**src/hw/rtl/aeas_pkg.sv**
```systemverilog
// Package: types and constants of the epoch activity summarizer.
`default_nettype none
package aeas_pkg;

    localparam logic [2:0] ACT_SAMPLE = 3'd0;
    localparam logic [2:0] ACT_TIME   = 3'd1;
    localparam logic [2:0] ACT_EVENT  = 3'd2;
    localparam logic [2:0] ACT_PROMPT = 3'd3;
    localparam logic [2:0] ACT_STEPS  = 3'd4;

    localparam logic [7:0]  EPOCH_SEC_RESET = 8'd60;
    localparam logic [15:0] MEAN_CLIP       = 16'hfffe;
    localparam logic [15:0] MEAN_NONE       = 16'hffff;
    localparam logic [15:0] COUNT_MAX       = 16'hffff;
    localparam logic [9:0]  STEP_MAX        = 10'd1023;
    localparam logic [2:0]  PROMPT_MAX      = 3'd7;

    typedef struct packed {
        logic [2:0]         action;
        logic signed [15:0] accel_x;
        logic signed [15:0] accel_y;
        logic signed [15:0] accel_z;
        logic [31:0]        time_seconds;
        logic [15:0]        event_bits;
        logic               prompt_muted;
        logic [15:0]        step_increment;
    } t_in_item;

    typedef struct packed {
        logic [15:0] epoch_events;
        logic [2:0]  prompt_total;
        logic [2:0]  muted_prompt_total;
        logic [9:0]  step_total;
        logic [15:0] mean_magnitude;
        logic [31:0] epoch_start;
    } t_out_item;

    typedef struct packed {
        logic        start;
        logic [31:0] dividend;
        logic [15:0] divisor;
    } t_div_req;

    typedef struct packed {
        logic        done;
        logic [31:0] quotient;
    } t_div_rsp;

endpackage
`default_nettype wire

```
**src/hw/rtl/aeas_div.sv**
```systemverilog
// Shared 32 by 16 bit restoring divider, one quotient bit per cycle.
`default_nettype none
module aeas_div import aeas_pkg::*; (
    input  logic     i_clk,
    input  logic     i_rst_n,
    input  t_div_req i_req,
    output t_div_rsp o_rsp
);

    logic        r_busy;
    logic        r_done;
    logic [4:0]  r_cnt;
    logic [15:0] r_rem;
    logic [15:0] r_den;
    logic [31:0] r_num;

    logic [16:0] rem_sh;
    logic [16:0] rem_sub;
    logic        ge;

    always_comb begin
        rem_sh  = {r_rem, r_num[31]};
        ge      = rem_sh >= {1'b0, r_den};
        rem_sub = rem_sh - {1'b0, r_den};
    end

    always_ff @(posedge i_clk) begin
        if (!i_rst_n) begin
            r_busy <= 1'b0;
            r_done <= 1'b0;
            r_cnt  <= '0;
        end else begin
            r_done <= 1'b0;
            if (i_req.start) begin
                r_busy <= 1'b1;
                r_cnt  <= '0;
                r_rem  <= '0;
                r_den  <= i_req.divisor;
                r_num  <= i_req.dividend;
            end else if (r_busy) begin
                r_rem <= ge ? rem_sub[15:0] : rem_sh[15:0];
                r_num <= {r_num[30:0], ge};
                r_cnt <= r_cnt + 5'd1;
                if (r_cnt == 5'd31) begin
                    r_busy <= 1'b0;
                    r_done <= 1'b1;
                end
            end
        end
    end

    assign o_rsp.done     = r_done;
    assign o_rsp.quotient = r_num;

endmodule
`default_nettype wire

```
**config.mk**
```make
export PLATFORM = sky130hd
export DESIGN_NAME = aeas_div
export DESIGN_NICKNAME = d
export VERILOG_FILES = /design/src/hw/rtl/aeas_pkg.sv /design/src/hw/rtl/aeas_div.sv
export SDC_FILE = /design/constraint.sdc
export NUM_CORES = 1
export LEC_CHECK = 0
export BUFFER_PORTS_ARGS = -buffer_cell sky130_fd_sc_hd__clkbuf_2
export CORE_MARGIN = 4
export CORE_UTILIZATION = 50
export CTS_CLUSTER_DIAMETER = 200
export DETAILED_ROUTE_END_ITERATION = 10
export GPL_TIMING_DRIVEN = 0
export PLACE_DENSITY = 0.75
export SYNTH_ARGS = -nofsm -noshare
export SYNTH_HDL_FRONTEND = slang
export SYNTH_SLANG_ARGS = --single-unit
```
**constraint.sdc**
```tcl
create_clock -name i_clk -period 6 [get_ports i_clk]
set_input_delay 0.9 -clock i_clk [delete_from_list [all_inputs] [get_ports i_clk]]
set_output_delay 0.9 -clock i_clk [all_outputs]
set_load 0.005 [all_outputs]
```
; ---- Word level (Yosys, flattened, before mapping)
; Cells that the tools add are included.
[word_totals]
register_bits = 71
wordCells = 25
[classes]
addsub = 2
order_cmp = 1
eq_ne = 1
n_mux = 8
n_bitwise = 2
n_reduce_logical = 5
[op_table]
columns = cell, count
row1 = $mux W32, 2
row2 = $mux W16, 2
row3 = $ge A17 B16 Y1, 1
row4 = $sub A16 B16 Y16, 1
row5 = $add A5 B1 Y5 const B, 1
row6 = $eq A5 B5 Y1 const B, 1
row7 = $mux W1, 4
row8 = $reduce_and A2 Y1, 2
row9 = $reduce_or A3 Y1, 1
row10 = $not A1 Y1, 2
row11 = $reduce_bool A2 Y1, 1
row12 = $reduce_or A2 Y1, 1

; ---- Logic depth before layout (Yosys ltp)
; Gate-level depths: netlist (run 1).
[depth]
word_depth = 4
depth_mapped = 10
depth_no_buf = 10

; ---- Least setup slack after synthesis (run 1)
; No wires, ideal clock.
[synth_timing]
path_type = in2reg
startpoint = input port i_req[48] in the netlist's numbering
endpoint = register r_num[0] (enable)
arrival_ns = 2.399
t_required_ns = 5.591
setup_slack_ns = 3.191
cell_stages = 2
cell_sequence = clkbuf_1 o21a_1
[synth_between]
elab_chain_cells = 2
[synth_lines]
columns = item, line
row1 = "start, declared", aeas_div.sv:6  ; input t_div_req i_req,
row2 = $reduce_bool A2 Y1 (no source line), n/a
row3 = $reduce_and A2 Y1 (no source line), n/a
row4 = "end signal, assigned", aeas_div.sv:39  ; r_num <= i_req.dividend;
row5 = "end signal, assigned", aeas_div.sv:42  ; r_num <= {r_num[30:0], ge};
row6 = "end, declared", aeas_div.sv:15  ; logic [31:0] r_num;
; No other way between the ends.
; A chain may end at the register's enable or synchronous reset.

; ---- Worst setup path after layout (run 1)
[layout_timing]
startpoint = register r_rem[1]
endpoint = register r_rem[11] (data pin)
[layout_between]
elab_chain_cells = 3
[layout_lines]
columns = item, line
row1 = "start, declared", aeas_div.sv:13  ; logic [15:0] r_rem;
row2 = "start signal, assigned", aeas_div.sv:41  ; r_rem <= ge ? rem_sub[15:0] : rem_sh[15:0];
row3 = $sub A16 B16 Y16 or $ge A17 B16 Y1 (tied branches), "aeas_div.sv:24, aeas_div.sv:23"
row4 = $mux W16 (*), aeas_div.sv:41
row5 = $mux W16 (*), aeas_div.sv:40  ; end else if (r_busy) begin
; Mark *: on every way between the ends. The rest lies on a longest branch, timed or not. The select of a mux whose other input is x is not followed.

==> metrics.md, run 1 <==
| Metric | Value |
|---|---|
| Total global routing overflow | 0 |
| Final TNS setup | 0 ps |
| RSZ-0062 raised after global routing | no |
| WS Path Type | flop to flop |
| Switching power summed over all nets | approximately 0.00036 W |
| Cell Chain, Critical Path | ha_1, o211ai_2, a21oi_2, o41ai_2, o311ai_1, a21o_2, buf_6, mux2i_1, nor2_1 |
| Power density over cell area | 276 nW/µm² |
| Combinational share of power | 0.227 |
| Gpl congestion | 0.904 |
| Data required time of the critical path | 6090 ps |
| Number of antenna violations at the first check in global routing | 0 |
| CTS clock-pin slew for the worst setup and hold paths | 80 ps |
| Vias in the first global route | ~2,700 |
| Sequential share of the synthesized area | 0.555 |
| I/O pin count | 84 |
| Initial Utilization | 0.513 |
| Worst relative slew slack | 0.461 |
| Clk root buf | sky130_fd_sc_hd__clkbuf_8 |
| Count of hold buffers inserted by post-cts repair | 0 |
| Die ar. | 8880 µm² |
| Final total power | 0.00123 W |
| Worst hold path type | flop to flop |
| Kind of end point of the critical path | flop |
| Maximum number of pins on one net before global-route repair | 38 |
| Critical path launch point type | flop |
| Floorplan Core Area | roughly 7300 µm² |
| Count of flip-flops with a built-in enable after synthesis | 64 |
| Commonest cells after routing, fill and taps aside | 82 x sky130_fd_sc_hd__clkbuf_2, 64 x sky130_fd_sc_hd__edfxtp_1, 31 x sky130_fd_sc_hd__mux2_2 |
| Chip height | 94.2 µm |
| Post-synth top flop | sky130_fd_sc_hd__edfxtp_1 |
| VDD IR max | roughly 180 µV |
| Top post-synthesis cells by area | sky130_fd_sc_hd__edfxtp_1 52%, sky130_fd_sc_hd__mux2_2 9.4%, sky130_fd_sc_hd__ha_1 6.1% |
| DR pass1 iterations | 5 |
| Fraction of layout cells with a size suffix above 1 | 0.359 |
| Most common cell after layout, fill and taps aside | sky130_fd_sc_hd__clkbuf_2 |
| Leakage dissipation | around 1.9 nW |
| Bufs on Longest Clock Path | 2 |
| Shortest clock period the worst path allows after layout | about 2600 ps |
| Max Cap Violations | 0 |
| Die span in x | 94.2 µm |
| CTS buffer count | 9 |
| Max FO, Critical Path | 10 |
| Share of the clock period used by the worst path | 0.433 |
| Vias per cell | 5.32 |
| Via total after detailed routing | approximately 2,600 |
| Nets in the synthesized netlist | roughly 370 |
| Bufs and invs on worst path | 1 |
| Post-synthesis to final-layout area growth | 19.6% |
| Post-route antenna net violation count | 0 |
| Number of H-tree levels | 3 |
| Number of instances in the synthesized netlist | roughly 300 |
| Async set or reset register ratio after synthesis | 0 |
| Clock net sink count | 71 |
| Global-route usage over all layers | 0.181 |
| Crit path max-delay family | compound AO/OA/AOI/OAI gates |
| Global-route wire length before repair | between 10,000 and 15,000 µm |
| Clock power frac | 0.282 |
| Post-CTS Repair Setup Buffers | 0 |
| Count of unresolved DRC violations after routing | 0 |
| Switching fraction of total power | 0.292 |
| TritonCTS clock tree | yes |
| Mapped Avg Cell Area | 12.6 µm² |
| FP Rows | 31 |
| Number of port buffers | 82 |
| Run status | finished clean |
| Hold Violations, Final | 0 |
| Highest clock rate | 0.385 GHz |
| Layout Nets | 460 |
| Top cell type's share of synthesized area | 0.517 |
| Highest cell delay on the worst timing path | 400 ps |
| Antenna diode instance count | 0 |
| Power share of the sequential group | 0.491 |
| Post-Route Skew | 13.3 ps |
| Pin slew with the least headroom to its limit | 809 ps |
| Biggest area consumer among synthesized cells | sky130_fd_sc_hd__edfxtp_1 |
| Count of pins over their slew limit | 0 |
| Multi-input logic area | 1510 µm² |
| Placed wire-length estimate after detailed placement | between 5000 and 6000 µm |
| Filler instances | 634 |
| Number of DRC markers in iteration 0 | 154 |
| Critical Path AT | 2690 ps |
| Internal cell power | 0.000869 W |
| Post-detailed-route wirelength per cell | around 16 µm |
| Total of cells resized after clock tree synthesis | 0 |
| Number of library cell types mapped by synthesis | 51 |
| Number of warnings issued by yosys | 0 |
| Clock insertion delay at the later pin of the skew report | 350 ps |
| Post-synthesis register bit count | 71 |
| Detailed-route wire length | roughly 7700 µm |
| Total setup violations reported at the end of the flow | 0 |
| Total area of sequential cells | 2060 µm² |
| Cell with the largest stage delay on the worst path | sky130_fd_sc_hd__edfxtp_1 |
| Final standard cell utilization of the core | 0.613 |
| Syn Std Cell Area | roughly 3700 µm² |
==> cells in the mapped netlist (2+ instances only) <==
| library cell | count |
|---|---|
| sky130_fd_sc_hd__o21a_1 | 6 |
| sky130_fd_sc_hd__a21oi_1 | 13 |
| sky130_fd_sc_hd__edfxtp_1 | 64 |
| sky130_fd_sc_hd__nand3_1 | 4 |
| sky130_fd_sc_hd__ha_1 | 18 |
| sky130_fd_sc_hd__inv_1 | 21 |
| sky130_fd_sc_hd__buf_1 | 2 |
| sky130_fd_sc_hd__xnor2_1 | 10 |
| sky130_fd_sc_hd__a211oi_2 | 2 |
| sky130_fd_sc_hd__clkbuf_1 | 7 |
| sky130_fd_sc_hd__a31oi_1 | 2 |
| sky130_fd_sc_hd__dfxtp_1 | 7 |
| sky130_fd_sc_hd__nor2_1 | 24 |
| sky130_fd_sc_hd__nand4_1 | 4 |
| sky130_fd_sc_hd__a21o_1 | 7 |
| sky130_fd_sc_hd__mux2_2 | 31 |
| sky130_fd_sc_hd__o21ai_0 | 7 |
| sky130_fd_sc_hd__nand2_1 | 18 |
| sky130_fd_sc_hd__nand2b_1 | 2 |
| sky130_fd_sc_hd__a211oi_1 | 3 |
| sky130_fd_sc_hd__mux2i_1 | 10 |
| sky130_fd_sc_hd__xor2_1 | 4 |
| sky130_fd_sc_hd__buf_6 | 2 |
==> per-stage QoR <==
stage	instance area (µm²)	instances	hold WS, ps	worst slack [ps]
final	4440	494	517	3400
after global routing	4440	494	563	3300
after CTS	4440	494	522	3420
after detailed placement	4270	478	499	3420
after global placement	4250	477	483	2620
after floorplan	3720	296	467	3190
==> final timing paths <==
kind | start | endpoint | slack (ps) | cells after the start
worst max-delay path | r_rem[1]$_SDFFCE_PP0P_ | r_rem[11]$_SDFFCE_PP0P_ | 3400 | 9
worst min-delay path | r_cnt[4]$_SDFFE_PP0P_ | r_cnt[4]$_SDFFE_PP0P_ | 520 | 2
worst max register to register | r_rem[1]$_SDFFCE_PP0P_ | r_rem[11]$_SDFFCE_PP0P_ | 3400 | 9
worst min register to register | r_cnt[4]$_SDFFE_PP0P_ | r_cnt[4]$_SDFFE_PP0P_ | 520 | 2
==> cell families (layout without fill, tap and decap cells) <==
family | count (synthesis) | after routing | share of synthesized area
simple gates | 60 | 60 | 0.0727
mux | 42 | 42 | 0.125
flops | 71 | 71 | 0.555
buf+inv | 33 | 132 | 0.0384
compound gates | 57 | 57 | 0.110
xor+xnor | 14 | 14 | 0.0330
fa+ha+maj | 19 | 19 | 0.0660
==> layout make-up <==
cell class	count	area share
multi-input cells	192	0.341
well taps	99	0.0279
clock inverters	6	0.00985
repair buffers	83	0.0968
flip-flops and latches	71	0.464
inverters	21	0.0177
clock buffers	10	0.0287
plain buffers	12	0.0144
==> worst register-to-register path: cells and delay by family, from the launching register on <==
family          cells  cell delay [ps]
fa+ha+maj           1              390
compound gates      5             1130
simple gates        1               60
mux                 1              200
flops               1              400
buf+inv             1              170
==> state kept, by name, summed over array words and instances (netlist names) <==
name and cells:
r_done 1, r_num 32, r_busy 1, r_rem 16, r_cnt 5, r_den 16
==> routing by layer <==
metal	vias to the layer above	track usage	wire, µm
li1	1288	-	-
met1	1239	0.216	3280
met2	85	0.296	3630
met3	14	0.0841	676
met4	0	0.0481	97
met5	-	0	0
==> power by group through the flow <==
stage / Sequential, W / Combinational [W] / Clock (W)
after floorplan: 0.000612 / 0.000200 / 0
after global placement: 0.000613 / 0.000266 / 0
after detailed placement: 0.000614 / 0.000276 / 0
after CTS: 0.000603 / 0.000279 / 0.000352
after global routing: 0.000607 / 0.000309 / 0.000377
final: 0.000603 / 0.000278 / 0.000346
No activity file was read; power rests on OpenSTA's default activity.
==> inputs of run 2 (changes only) <==
- CORE_UTILIZATION: 50 -> 49
- PLACE_DENSITY: 0.75 -> 0.76
- clock period: 6 -> 2.3 ns (I/O delays scaled with it)
==> metrics.md, run 2 (synthesis gave the netlist of run 1 again) <==
| Metric | Value |
|---|---|
| Run status | finished, violations left |
| Violations in the final reports | setup timing |
| Fraction of layout cells with a size suffix above 1 | 0.437 |
| Critical Path End | r_num[0]$_DFFE_PP_ |
| Maximum number of pins on one net before global-route repair | 39 |
| Bufs on Longest Clock Path | 2 |
| Die span in x | 95.1 µm |
| Power density over cell area | 710 nW/µm² |
| Hold Violations, Final | 0 |
| Chip height | 95.1 µm |
| Cell Chain, Critical Path | ha_4, a21o_1, o41ai_2, o311ai_1, a21o_2, buf_6, mux2_4 |
| Total setup violations reported at the end of the flow | 13 |
| Count of unresolved DRC violations after routing | 0 |
| Detailed-route wire length | 8110 µm |
| Number of port buffers | between 80 and 90 |
| Most flop-heavy register | r_num |
| Gpl congestion | 0.853 |
| Vias per cell | 5.29 |
| Endpoint of the most critical register-to-register path | r_num[0]$_DFFE_PP_ |
| Data required time of the critical path | 2400 ps |
| Critical Path AT | between 2000 and 2500 ps |
| Number of DRC markers in iteration 0 | 151 |
| Worst reg2reg path depth | 7 |
| Pin slew with the least headroom to its limit | 796 ps |
| Clock insertion delay at the later pin of the skew report | 350 ps |
| Post-route non-filler standard cell count | slightly above 500 |
| Share of the clock period used by the worst path | 1.03 |
| Vias in the first global route | 2,732 |
| CTS clock-pin slew for the worst setup and hold paths | 80 ps |
| Leakage dissipation | 1.98 nW |
| VDD IR max | 384 µV |
| Post-route antenna net violation count | 0 |
| Post-synthesis to final-layout area growth | 26.4% |
| Global-route wire length before repair | 13,000 µm |
| Reg-to-Reg Start | r_rem[3]$_SDFFCE_PP0P_ |
| Max Cap Violations | 0 |
| Highest cell delay on the worst timing path | 440 ps |
| RSZ-0062 raised after global routing | yes |
| Max FO, Critical Path | 10 |
| Placed Instances | 478 |
| Flop2flop setup slack | -70 ps |
| Critical path launch point type | flop |
| Antenna diode instance count | 0 |
| WS Path Type | flop to flop |
| I/O pin count | 84 |
| Final total power | roughly 0.0033 W |
| Via total after detailed routing | 2,694 |
| PnR worst setup slack | -67.2 ps |
| Timing startpoint of the critical path | r_rem[3]$_SDFFCE_PP0P_ |
| Layout Nets | 475 |
| Global-route usage over all layers | 0.186 |
| Count of pins over their slew limit | 0 |
| Shortest clock period the worst path allows after layout | roughly 2400 ps |
| Number of antenna violations at the first check in global routing | 0 |
| Post-Route Skew | 9.82 ps |
| Most common cell after layout, fill and taps aside | sky130_fd_sc_hd__clkbuf_2 |
| FP Rows | 31 |
| Commonest cells after routing, fill and taps aside | 83 x sky130_fd_sc_hd__clkbuf_2, 64 x sky130_fd_sc_hd__edfxtp_1, 31 x sky130_fd_sc_hd__mux2_2 |
| Kind of end point of the critical path | flop |
| Number of flip-flops under the largest register name | 32 |
| Clk root buf | sky130_fd_sc_hd__clkbuf_8 |
| Placed wire-length estimate after detailed placement | about 5600 µm |
| Post-detailed-route wirelength per cell | 15.9 µm |
| Die ar. | 9040 µm² |
| DR pass1 iterations | 4 |
| Worst relative slew slack | 0.469 |
| Initial Utilization | 0.507 |
| Clock net sink count | 71 |
| Cell with the largest stage delay on the worst path | sky130_fd_sc_hd__edfxtp_1 |
| Biggest registers after layout | r_num: 32 flops, r_den: 16 flops, r_rem: 16 flops |
| CTS buffer count | 9 |
| Count of hold buffers inserted by post-cts repair | 0 |
| Worst hold path type | input pin to flop |
| Total global routing overflow | 0 |
| Floorplan Core Area | approximately 7300 µm² |
| Number of H-tree levels | 3 |
| Highest clock rate | 0.422 GHz |
| TritonCTS clock tree | yes |
## run 2: cell types whose count changed in the layout (fill, tap and decap cells not counted), moves of 2 or more
cell,before,now
sky130_fd_sc_hd__buf_4,1,17
sky130_fd_sc_hd__ha_1,18,11
sky130_fd_sc_hd__ha_4,0,7
sky130_fd_sc_hd__inv_1,21,18
sky130_fd_sc_hd__inv_2,0,3
sky130_fd_sc_hd__o21ai_0,7,4
sky130_fd_sc_hd__clkbuf_1,8,6
sky130_fd_sc_hd__clkinvlp_4,1,3
sky130_fd_sc_hd__o21ai_2,0,2
## run 2: how the worst min path moves through the flow
stage                                startpoint               endpoint  cells past startpoint
after floorplan                        i_req[0]     r_den[0]$_DFFE_PP_                      0
after global placement    r_cnt[4]$_SDFFE_PP0P_  r_cnt[4]$_SDFFE_PP0P_                      2
after detailed placement  r_cnt[3]$_SDFFE_PP0P_  r_cnt[3]$_SDFFE_PP0P_                      2
after CTS                             i_req[11]    r_den[11]$_DFFE_PP_                      1
after global routing                  i_req[10]    r_den[10]$_DFFE_PP_                      1
final                                 i_req[12]    r_den[12]$_DFFE_PP_                      1
## run 2: layout make-up
cell class / count / area [µm²]
flip-flops and latches: 71 / 2060
multi-input cells: 192 / 1650
inverters: 21 / 78.8
fillers: 568 / 2630
clock buffers: 10 / 128
well taps: 99 / 124
clock inverters: 6 / 45.0
plain buffers: 11 / 65.1
repair buffers: 99 / 551
## run 2: where the power goes
part / switching [W] / internal, W
logic: 0.000426 / 0.000428
clock network: 0.000504 / 0.000397
registers: 0.0000511 / 0.00153
total: 0.000980 / 0.00235
## run 2: metrics by stage
stage                     cell area [µm²]  worst slack (ps)   util  hold WS, ps  setup TNS (ps)
final                                4700             -67.2  0.641          169            -491
after global routing                 4700              -182  0.641          149           -1920
after CTS                            4660             -17.1  0.635          153           -40.0
after detailed placement             4310              -235  0.588          494           -1360
after global placement               4290              -557  0.585          482          -28070
after floorplan                      3750              25.7      -          444               0
## run 2: layer usage
| metal | track usage | share of wire | vias to the layer above |
|---|---|---|---|
| met1 | 0.237 | 0.43 | 1260 |
| met2 | 0.295 | 0.47 | 109 |
| li1 | - | - | 1314 |
| met5 | 0 | 0 | - |
| met3 | 0.0758 | 0.082 | 11 |
| met4 | 0.0493 | 0.010 | 0 |
## run 2: worst max-delay path, delay by kind of cell, from the launching register on
family	cells	cell delay, ps
AO/OA/AOI/OAI	4	1020
adder cells (fa/ha/maj)	1	260
buffers and inverters	1	160
flip-flops	1	440
multiplexers	1	250
## run 2: timing repair
action | in CTS | in global routing
resized for setup | 15 | 10
pin swaps | 11 | 2
buffers inserted | 16 | 0
endpoints found under the setup margin | 15 | 17
gates cloned | 0 | 0
